**src/rtl/wavvol_pkg.sv**
```systemverilog
// Package for the WAV PCM16 volume scaler: parser phase codes, result kinds,
// chunk tags, header magic, and the constants of the divide-by-100 step.
// Has no dependencies; used by wav_pcm16_volume_scaler_unit.
package wavvol_pkg;

	localparam int VOL_W = 7;
	localparam logic [VOL_W-1:0] VOL_RESET = 7'd60;

	localparam logic [31:0] RIFF_TAG = 32'h5249_4646;
	localparam logic [31:0] WAVE_TAG = 32'h5741_5645;
	localparam logic [31:0] FMT_TAG  = 32'h666D_7420;
	localparam logic [31:0] DATA_TAG = 32'h6461_7461;

	localparam logic [1:0] ST_SCALED  = 2'd0;
	localparam logic [1:0] ST_BAD_HDR = 2'd1;
	localparam logic [1:0] ST_NOT16   = 2'd2;
	localparam logic [1:0] ST_NO_DATA = 2'd3;

	// floor(x / 100) == (x * RECIP_100) >> RECIP_SHIFT for every x below 2^22.
	localparam int RECIP_SHIFT = 30;
	localparam logic [23:0] RECIP_100 = 24'd10737419;

	localparam logic [16:0] POS_MAX = 17'd32767;
	localparam logic [16:0] NEG_MAG_MAX = 17'd32768;

	localparam int QDEPTH = 8;
	localparam int QPTR_W = $clog2(QDEPTH);
	localparam int QCNT_W = $clog2(QDEPTH + 1);

	typedef enum logic [5:0] {
		PH_HEADER = 6'b000001,
		PH_CHDR   = 6'b000010,
		PH_BODY   = 6'b000100,
		PH_PAD    = 6'b001000,
		PH_DATA   = 6'b010000,
		PH_PASS   = 6'b100000
	} phase_t;

	typedef enum logic [1:0] {
		K_NONE = 2'd0,
		K_ONE  = 2'd1,
		K_PAIR = 2'd2
	} kind_t;

	typedef struct packed {
		logic [7:0] data;
		logic       last;
		logic [1:0] status;
	} beat_t;

endpackage

```
**src/rtl/wav_pcm16_volume_scaler_unit.sv**
```systemverilog
// WAV PCM16 volume scaler top level: RIFF chunk walker, sample gain with
// saturation, and an eight-beat output queue. Depends on wavvol_pkg.
//
// Channel   | Dir | Signals                          | Content
// ----------+-----+----------------------------------+---------------------------------
// s_*       | in  | s_tvalid s_tready s_tdata s_tlast | file byte, last-byte mark
// m_*       | out | m_tvalid m_tready m_tdata m_tlast | result byte, last mark, status
//           |     | m_tuser                          |
// cfg_*     | in  | cfg_wr_en cfg_wr_data            | volume_pct, write only
//
// One byte is accepted per cycle while s_tready is high. A byte goes through an
// input register, the parser and the sample multiplier, then a register that
// holds the divide by 100 and saturation, and is then written into the output
// queue. s_tready drops only when the queue cannot take the two beats that each
// byte in flight may produce, so the rate is set by the eight-entry queue and by
// m_tready. Reset is asynchronous and clears all parse state at once.
module wav_pcm16_volume_scaler_unit (
	input  logic                          clk,
	input  logic                          arst_n,
	input  logic                          s_tvalid,
	output logic                          s_tready,
	input  logic [7:0]                    s_tdata,     // [7:0] in_byte
	input  logic                          s_tlast,     // in_last
	output logic                          m_tvalid,
	input  logic                          m_tready,
	output logic [7:0]                    m_tdata,     // [7:0] out_byte
	output logic                          m_tlast,     // out_last
	output logic [1:0]                    m_tuser,     // [1:0] result_status
	input  logic                          cfg_wr_en,
	input  logic [wavvol_pkg::VOL_W-1:0]  cfg_wr_data
);
	import wavvol_pkg::*;

	// Input register.
	logic             valid_s1;
	logic [7:0]       byte_s1;
	logic             last_s1;

	// Parse state.
	phase_t           phase_q, phase_n;
	logic [3:0]       idx_q, idx_n;
	logic             hok_q, hok_n;
	logic [31:0]      tag_q, tag_n;
	logic [31:0]      left_q, left_n;
	logic             pad_q, pad_n;
	logic [15:0]      bits_q, bits_n;
	logic [7:0]       hold_q, hold_n;
	logic [1:0]       scan_q, scan_n;
	logic [VOL_W-1:0] vol_q;

	// Result of the parse for the byte in s1.
	kind_t            kind;
	logic [7:0]       obyte;
	logic [1:0]       ostat;
	logic [7:0]       riff_b, wave_b;
	logic [15:0]      raw, absval;
	logic [22:0]      prod;

	// Scale stage.
	logic             valid_s2;
	kind_t            kind_s2;
	logic [7:0]       byte_s2;
	logic             last_s2;
	logic [1:0]       status_s2;
	logic [22:0]      mag_s2;
	logic             neg_s2;
	logic [46:0]      qprod;
	logic [16:0]      quo;
	logic [15:0]      scaled;

	// Output queue.
	beat_t            queue_q [QDEPTH];
	logic [QPTR_W-1:0] wptr_q, rptr_q;
	logic [QCNT_W-1:0] count_q;
	logic [1:0]       npush;
	logic             pop;
	logic [QCNT_W+1:0] credit;

	assign credit = {2'b00, count_q} + {{QCNT_W{1'b0}}, valid_s1, 1'b0}
		+ {{QCNT_W{1'b0}}, valid_s2, 1'b0};
	assign s_tready = (credit <= (QCNT_W+2)'(QDEPTH - 2));

	always_ff @(posedge clk or negedge arst_n) begin
		if (!arst_n) begin
			valid_s1 <= 1'b0;
		end else begin
			valid_s1 <= s_tvalid && s_tready;
		end
	end

	always_ff @(posedge clk) begin
		if (s_tvalid && s_tready) begin
			byte_s1 <= s_tdata;
			last_s1 <= s_tlast;
		end
	end

	always_ff @(posedge clk or negedge arst_n) begin
		if (!arst_n) begin
			vol_q <= VOL_RESET;
		end else if (cfg_wr_en) begin
			vol_q <= cfg_wr_data;
		end
	end

	assign riff_b = RIFF_TAG[5'd31 - {idx_q[1:0], 3'b000} -: 8];
	assign wave_b = WAVE_TAG[5'd31 - {idx_q[1:0], 3'b000} -: 8];

	always_comb begin
		phase_n = phase_q;
		idx_n   = idx_q;
		hok_n   = hok_q;
		tag_n   = tag_q;
		left_n  = left_q;
		pad_n   = pad_q;
		bits_n  = bits_q;
		hold_n  = hold_q;
		scan_n  = scan_q;
		kind    = K_ONE;
		obyte   = byte_s1;
		ostat   = ST_SCALED;
		case (phase_q)
			PH_HEADER: begin
				if (idx_q < 4'd4 && byte_s1 != riff_b) hok_n = 1'b0;
				if (idx_q >= 4'd8 && idx_q < 4'd12 && byte_s1 != wave_b) hok_n = 1'b0;
				if (idx_q >= 4'd11) begin
					idx_n = '0;
					if (hok_n) begin
						phase_n = PH_CHDR;
					end else begin
						phase_n = PH_PASS;
						scan_n  = ST_BAD_HDR;
					end
				end else begin
					idx_n = idx_q + 4'd1;
				end
			end
			PH_CHDR: begin
				if (idx_q == 4'd0) begin
					tag_n  = {24'd0, byte_s1};
					left_n = '0;
				end else if (idx_q < 4'd4) begin
					tag_n = {tag_q[23:0], byte_s1};
				end else if (idx_q < 4'd8) begin
					case (idx_q[1:0])
						2'd0:    left_n[7:0]   = byte_s1;
						2'd1:    left_n[15:8]  = byte_s1;
						2'd2:    left_n[23:16] = byte_s1;
						default: left_n[31:24] = byte_s1;
					endcase
				end
				if (idx_q >= 4'd7) begin
					idx_n = '0;
					pad_n = left_n[0];
					if (tag_n == DATA_TAG) begin
						scan_n  = ST_NOT16;
						phase_n = (bits_q != 16'd16 || left_n < 32'd2) ? PH_PASS : PH_DATA;
					end else begin
						if (tag_n == FMT_TAG && left_n < 32'd16) tag_n = '0;
						phase_n = (left_n == 32'd0) ? PH_CHDR : PH_BODY;
					end
				end else begin
					idx_n = idx_q + 4'd1;
				end
			end
			PH_BODY: begin
				if (tag_q == FMT_TAG) begin
					if (idx_q == 4'd14) begin
						hold_n = byte_s1;
					end else if (idx_q == 4'd15) begin
						bits_n = {byte_s1, hold_q};
						tag_n  = '0;
					end
				end
				if (idx_q < 4'd15) idx_n = idx_q + 4'd1;
				left_n = left_q - 32'd1;
				if (left_n == 32'd0) begin
					idx_n   = '0;
					phase_n = pad_q ? PH_PAD : PH_CHDR;
				end
			end
			PH_PAD: begin
				pad_n   = 1'b0;
				idx_n   = '0;
				phase_n = PH_CHDR;
			end
			PH_DATA: begin
				if (!idx_q[0]) begin
					if (left_q <= 32'd1) begin
						left_n  = '0;
						phase_n = PH_PASS;
					end else begin
						kind   = K_NONE;
						hold_n = byte_s1;
						idx_n  = 4'd1;
						left_n = left_q - 32'd1;
					end
				end else begin
					kind   = K_PAIR;
					idx_n  = '0;
					scan_n = ST_SCALED;
					left_n = left_q - 32'd1;
					if (left_n == 32'd0) phase_n = PH_PASS;
				end
			end
			default: begin
				kind = K_ONE;
			end
		endcase
		if (last_s1) begin
			ostat = (phase_n == PH_HEADER) ? ST_BAD_HDR : scan_n;
			// A file that ends on a held low byte still closes with one beat.
			if (kind == K_NONE) begin
				kind  = K_ONE;
				obyte = hold_n;
			end
			phase_n = PH_HEADER;
			idx_n   = '0;
			hok_n   = 1'b1;
			tag_n   = '0;
			left_n  = '0;
			pad_n   = 1'b0;
			bits_n  = '0;
			hold_n  = '0;
			scan_n  = ST_NO_DATA;
		end
	end

	always_ff @(posedge clk or negedge arst_n) begin
		if (!arst_n) begin
			phase_q <= PH_HEADER;
			idx_q   <= '0;
			hok_q   <= 1'b1;
			tag_q   <= '0;
			left_q  <= '0;
			pad_q   <= 1'b0;
			bits_q  <= '0;
			hold_q  <= '0;
			scan_q  <= ST_NO_DATA;
		end else if (valid_s1) begin
			phase_q <= phase_n;
			idx_q   <= idx_n;
			hok_q   <= hok_n;
			tag_q   <= tag_n;
			left_q  <= left_n;
			pad_q   <= pad_n;
			bits_q  <= bits_n;
			hold_q  <= hold_n;
			scan_q  <= scan_n;
		end
	end

	// Sign and magnitude of the sample times the gain; the divide follows in s2.
	assign raw    = {byte_s1, hold_q};
	assign absval = raw[15] ? (16'd0 - raw) : raw;
	assign prod   = {7'd0, absval} * {16'd0, vol_q};

	always_ff @(posedge clk or negedge arst_n) begin
		if (!arst_n) begin
			valid_s2 <= 1'b0;
		end else begin
			valid_s2 <= valid_s1;
		end
	end

	always_ff @(posedge clk) begin
		if (valid_s1) begin
			kind_s2   <= kind;
			byte_s2   <= obyte;
			last_s2   <= last_s1;
			status_s2 <= ostat;
			mag_s2    <= prod;
			neg_s2    <= raw[15];
		end
	end

	assign qprod = {24'd0, mag_s2} * {23'd0, RECIP_100};
	assign quo   = qprod[RECIP_SHIFT +: 17];

	always_comb begin
		if (neg_s2) begin
			scaled = (quo >= NEG_MAG_MAX) ? 16'h8000 : (16'd0 - quo[15:0]);
		end else begin
			scaled = (quo > POS_MAX) ? 16'h7FFF : quo[15:0];
		end
	end

	always_comb begin
		npush = 2'd0;
		if (valid_s2) begin
			case (kind_s2)
				K_ONE:   npush = 2'd1;
				K_PAIR:  npush = 2'd2;
				default: npush = 2'd0;
			endcase
		end
	end

	assign pop = m_tvalid && m_tready;

	always_ff @(posedge clk) begin
		if (valid_s2) begin
			if (kind_s2 == K_PAIR) begin
				queue_q[wptr_q]        <= '{data: scaled[7:0], last: 1'b0, status: ST_SCALED};
				queue_q[wptr_q + 1'b1] <= '{data: scaled[15:8], last: last_s2,
					status: status_s2};
			end else if (kind_s2 == K_ONE) begin
				queue_q[wptr_q] <= '{data: byte_s2, last: last_s2, status: status_s2};
			end
		end
	end

	always_ff @(posedge clk or negedge arst_n) begin
		if (!arst_n) begin
			wptr_q  <= '0;
			rptr_q  <= '0;
			count_q <= '0;
		end else begin
			wptr_q  <= wptr_q + QPTR_W'(npush);
			if (pop) rptr_q <= rptr_q + 1'b1;
			count_q <= count_q + QCNT_W'(npush) - QCNT_W'(pop);
		end
	end

	assign m_tvalid = (count_q != '0);
	assign m_tdata  = queue_q[rptr_q].data;
	assign m_tlast  = queue_q[rptr_q].last;
	assign m_tuser  = queue_q[rptr_q].status;

	// The credit check on s_tready must keep the queue from overflowing.
	a_queue_bound: assert property (@(posedge clk) disable iff (!arst_n)
		count_q <= QCNT_W'(QDEPTH))
		else $error("output queue overfilled");

	a_pair_room: assert property (@(posedge clk) disable iff (!arst_n)
		valid_s2 && kind_s2 == K_PAIR |-> count_q <= QCNT_W'(QDEPTH - 2))
		else $error("sample pushed without room for two beats");

	a_last_resets: assert property (@(posedge clk) disable iff (!arst_n)
		valid_s1 && last_s1 |=> phase_q == PH_HEADER && idx_q == 4'd0
			&& scan_q == ST_NO_DATA)
		else $error("parse state not cleared after last beat");

	a_pair_from_data: assert property (@(posedge clk) disable iff (!arst_n)
		valid_s1 && kind == K_PAIR |-> phase_q == PH_DATA && idx_q[0])
		else $error("sample result outside a data chunk");

	a_status_only_last: assert property (@(posedge clk) disable iff (!arst_n)
		m_tvalid && !m_tlast |-> m_tuser == ST_SCALED)
		else $error("status on a beat that is not last");

endmodule

```
**config.mk**
```make
export PLATFORM = sky130hd
export DESIGN_NAME = wav_pcm16_volume_scaler_unit
export DESIGN_NICKNAME = d
export VERILOG_FILES = /design/src/rtl/wavvol_pkg.sv /design/src/rtl/wav_pcm16_volume_scaler_unit.sv
export SDC_FILE = /design/constraint.sdc
export NUM_CORES = 1
export LEC_CHECK = 0
export BUFFER_PORTS_ARGS = -buffer_cell sky130_fd_sc_hd__clkbuf_2
export CORE_AREA = 3 3 253 255
export DETAILED_ROUTE_END_ITERATION = 8
export DIE_AREA = 0 0 256 258
export PLACE_DENSITY_LB_ADDON = 0.08
export SLEW_MARGIN = 20
export SYNTH_ARGS = -nofsm -noshare
export SYNTH_HDL_FRONTEND = slang
export SYNTH_SLANG_ARGS = --single-unit
```
**constraint.sdc**
```tcl
create_clock -name clk -period 9.65 [get_ports clk]
set_input_delay 0.4825 -clock clk [delete_from_list [all_inputs] [get_ports clk]]
set_output_delay 0.4825 -clock clk [all_outputs]
set_load 0.02 [all_outputs]
```
# Word level (Yosys, flattened, before mapping)
# Memory sizes are Yosys's and may differ from the RTL's.
# Index checks and enable logic that the tools add are counted.
# totals
out_inout_bits	13
reg_bits	167
mem_bits_rw	88
elab_cells	204
input_bits	21
mem_count	1
# classes
n_addsub	12
n_mux	92
mul	2
n_reduce_logical	30
bitwise	2
eq_ne	25
shift	2
order_cmp	13
# memory_table
memory	words	word_bits	read_ports	rd_clocked_by_memory_dff	wr	line_no	source
queue_q	8	11	1	0	2	wav_pcm16_volume_scaler_unit.sv:72	beat_t queue_q [QDEPTH];
# ops
op	n
$mux W32	17
$mux W16	9
$eq A32 B31 Y1 const B	3
$pmux W32 S3	1
$mux W8	11
$shiftx A39 B6 Y8 const A	2
$logic_not A32 Y1	2
$pmux W32 S2	1
$mux W6	10
$mul A23 B24 Y47 const B	1
$le A32 B1 Y1 const B	1
$lt A32 B2 Y1 const B	1
$lt A32 B5 Y1 const B	1
$mux W4	8
$sub A1 B16 Y16 const A	2
$sub A32 B1 Y32 const B	1
$pmux W6 S5	1
$mul A16 B7 Y23	1
$mux W2	11
$pmux W4 S5	1
$ge A17 B16 Y1 const B	1
$gt A17 B15 Y1 const B	1
$mux W1	16
$ne A16 B5 Y1 const B	1
47 further kinds	74

# Logic depth before layout (Yosys ltp)
# logic_depth
ltp_word	15
ltp_mapped	29
ltp_nobuf	29

# Worst setup path before layout
# OpenSTA, ideal clock, no wires.
# synth_timing
path_kind	reg-to-reg
start	register mag_s2[6]
end	memory queue_q[0][9] in the netlist's numbering (data pin)
setup_ps	284
required_ps	9366
synth_period_minus_slack_ps	7822
path_stages_with_launch	27
n_path_buf	1
arrival_ps	7538
path_slack_ps	1828
cell_sequence	edfxtp_1 -> inv_1 -> fa_1 -> inv_1 -> fa_1 -> inv_1 -> fa_1 -> fa_1 -> inv_1 -> fa_1 -> fa_1 -> inv_1 -> fa_1 -> inv_1 -> ha_1 -> a21oi_1 -> o21ai_0 -> and2_1 -> a32o_1 -> or4b_2 -> and3_1 -> clkbuf_1 -> nor4b_1 -> nor3b_2 -> a31oi_1 -> nor3_1 -> mux2i_1
# synth_rtl
element	line_no	source
start, declared	wav_pcm16_volume_scaler_unit.sv:65	logic [22:0] mag_s2;
start signal, assigned	wav_pcm16_volume_scaler_unit.sv:272	mag_s2 <= prod;
end, declared	wav_pcm16_volume_scaler_unit.sv:72	

==> flow_metrics.py <==
metrics = {
    "timing": {
        "slew_headroom": 0.270,
        "layout_min_cycle_time_ns": 8.89,
        "setup_viol": 0,
        "worst_slack_ns": 0.765,
        "slew_viol_final": 0,
        "fin_hold_ws_ns": 0.0646,
        "hold_viol": 0,
        "rsz0062_at_grt": "no",
        "fin_skew_ns": 0.0221,
        "tns_ns": 0,
        "timing.fmax_mhz": 113,
        "fin_crit_sh": 0.921,
        "tightest_slew_ns": 1.09,
    },
    "clock_network": {
        "cts_buffers": 31,
        "clkLatencyLatePin_ns": 0.60,
        "cts_root_buffer": "clkbuf_16",
        "htreeDepth": 1,
        "clock_sink_count": 255,
        "cts_tree": "done",
        "postCtsSetupBuffers": 0,
        "clk_pin_slew_ns": 0.06,
        "cts_max_path_buffers": 3,
    },
    "critical_path": {
        "path_buf_inv": 6,
        "critPathRequiredTime_ns": 10.04,
        "slowest_stage": "mux2i_1",
        "cp.arrival_ns": 9.27,
        "max_stage_delay_ns": 0.86,
        "crit_fanout": 14,
        "crit_path_start_kind": "flop",
        "r2r-start": "mag_s2[14]",
        "r2r_setup_slack_ns": 0.76,
        "critical_path.top_delay_family": "adder cells",
        "r2r_end": "queue_q[2][6]",
        "rr_worst_depth": 25,
        "worstSetupPathType": "reg -> reg",
        "cp-end-kind": "flop",
    },
    "global_route": {
        "grt-ovfl-total": 0,
        "gr-usage-all-layers": 0.231,
        "grt_max_degree": 72,
        "antenna_found_initial": 0,
        "globalRouteMet2Util": 0.374,
        "grtUsageMet3": 0.0242,
        "grt_pass1_vias": 21294,
        "grt_first_pass_wirelength_um": 121000,
        "met1_usage": 0.336,
        "top_usage_layer": "met2",
    },
    "floorplanning": {
        "initial_utilization": 0.449,
        "num_io_pins": 34,
        "core_area_um2": 61800,
        "dieWidth_um": 256,
        "fp.dieH_um": 258,
        "row_count": 91,
        "die-area_um2": 66000,
    },
    "hold_path": {
        "hp-class": "in -> reg",
        "hold_path_depth": 1,
        "worstHoldEndpoint": "last_s1",
        "min_from": "s_tlast",
    },
    "route": {
        "vias_per_cell": 5.70,
        "drt_iter0_markers": 1527,
        "ant_nets": 0,
        "wirelength_um": 75500,
        "post_drt_wl_per_cell_um": 20.6,
        "vias": 20875,
        "firstDrtPassIters": 6,
        "drc": 0,
    },
    "final_layout": {
        "area_growth_pct": 7.10,
        "fin_cells": 3661,
        "fin_nets": 3392,
        "drive_gt1_frac": 0.0719,
    },
    "yosys": {
        "synth-compound-area-share": 0.130,
        "synth_cells": 2837,
        "yosys.cell_count.top_type": "inv_1",
        "muxShareOfSynthArea": 0.0568,
        "synth_area_um2": 27700,
        "synth-simple-area-share": 0.130,
        "synth_top_family_by_area": "adder cells",
        "synth_area_leaders": "fa_1 (19%), edfxtp_1 (15%), ha_1 (14%)",
        "synthAdderAreaFrac": 0.331,
        "ys_seq_area_frac": 0.255,
        "syn_area_per_cell_um2": 9.78,
        "synth-xor-area-share": 0.0195,
        "ys_types": 89,
        "async_flop_share": 0.475,
        "synth-seq-cells": 255,
        "yosysWarnings": 0,
        "synth-edff-count": 134,
        "synth_ff_type": "edfxtp_1",
        "synth_common_cells": "inv_1 (434), ha_1 (306), nand2_1 (275)",
        "syn_nets": 3431,
        "synthDominantCellAreaShare": 0.193,
        "synth_top_cell_by_area": "fa_1",
    },
    "placed_design": {
        "numPlacedInstances": 3601,
        "place_hpwl_um": 57800,
        "gp_congestion": 0.949,
        "dp_worst_setup_slack_ns": 0.743,
        "portBuffers": 33,
    },
    "outcome": {
        "status": "finished, final reports clean",
    },
    "job": {
        "cap_violations": 0,
    },
}
## state kept, by name (all words and copies together) (netlist names), 2 cells and up
register   flops
vol_q          7
phase_q        6
mag_s2        23
bits_q        16
idx_q          4
hold_q         8
count_q        4
queue_q       88
tag_q         32
byte_s2        8
rptr_q         3
left_q        32
scan_q         2
byte_s1        8
wptr_q         3
status_s2      2
kind_s2        2
## cells by family after synthesis
group,after synthesis
AO/OA/AOI/OAI,546
XOR/XNOR,61
adder cells (fa/ha/maj),573
buffers and inverters,568
flip-flops,255
multiplexers,127
AND/OR/NAND/NOR,707
## cells in the final DEF, fill, tap and decap left out, types with 12 or more instances in the layout
master       n
a211oi_1    17
a21boi_0    26
a21o_1      16
a21oi_1     95
a22o_1      33
a31oi_1     16
and2_1      41
and3_1      13
and4_1      14
buf_4       28
clkbuf_16   31
clkbuf_2    32
dfrtp_1    111
edfxtp_1   134
fa_1       267
ha_1       306
inv_1      434
mux2_2      22
mux2i_1     83
mux4_2      22
nand2_1    275
nand3_1     44
nand3b_1    18
nand4_1     24
nor2_1      97
nor2b_1     12
nor3_1      34
nor3b_1     36
nor4_1      19
o211ai_1    12
o21a_1      12
o21ai_0    151
o22ai_1     28
o31ai_1     22
o32ai_1     12
or3_1       17
xnor2_1     43
xor2_1      17
## what timing repair did
item,in CTS,in global routing
hold buffers,1,0
gates resized for setup,0,0
endpoints found under the hold margin,66,0
## per-stage QoR
step	util	cell area, um2
after floorplan	-	27700
after global placement	0.464	28700
after CTS	0.480	29700
after global routing	0.480	29700
after detailed placement	0.464	28700
final	0.480	29700
## worst max-delay path by stage
stage                     from             to  depth (start not counted)
floorplan            mag_s2[6]  queue_q[0][9]                         26
global placement    mag_s2[14]  queue_q[3][6]                         25
detailed placement  mag_s2[14]  queue_q[2][6]                         25
CTS                 mag_s2[14]  queue_q[2][6]                         25
global route        mag_s2[14]  queue_q[2][6]                         25
finish              mag_s2[14]  queue_q[2][6]                         25
## layout make-up
cell class | count | area, um2
diodes | 1 | 2.50
clock buffers | 40 | 830
clock inverters | 18 | 173
fillers | 5777 | 32100
inverters | 434 | 1630
multi-input cells | 2014 | 18600
flip-flops and latches | 255 | 7060
well taps | 837 | 1050
repair buffers | 62 | 392
## layer usage
metal / wire length (um) / share of wire
met4: 1490 / 0.020
met3: 3880 / 0.051
met1: 35200 / 0.47
met2: 34900 / 0.46
met5: 0 / 0
Power is not shown: default switching activity piles up to over one toggle a cycle in this logic, so the estimate is an artifact.
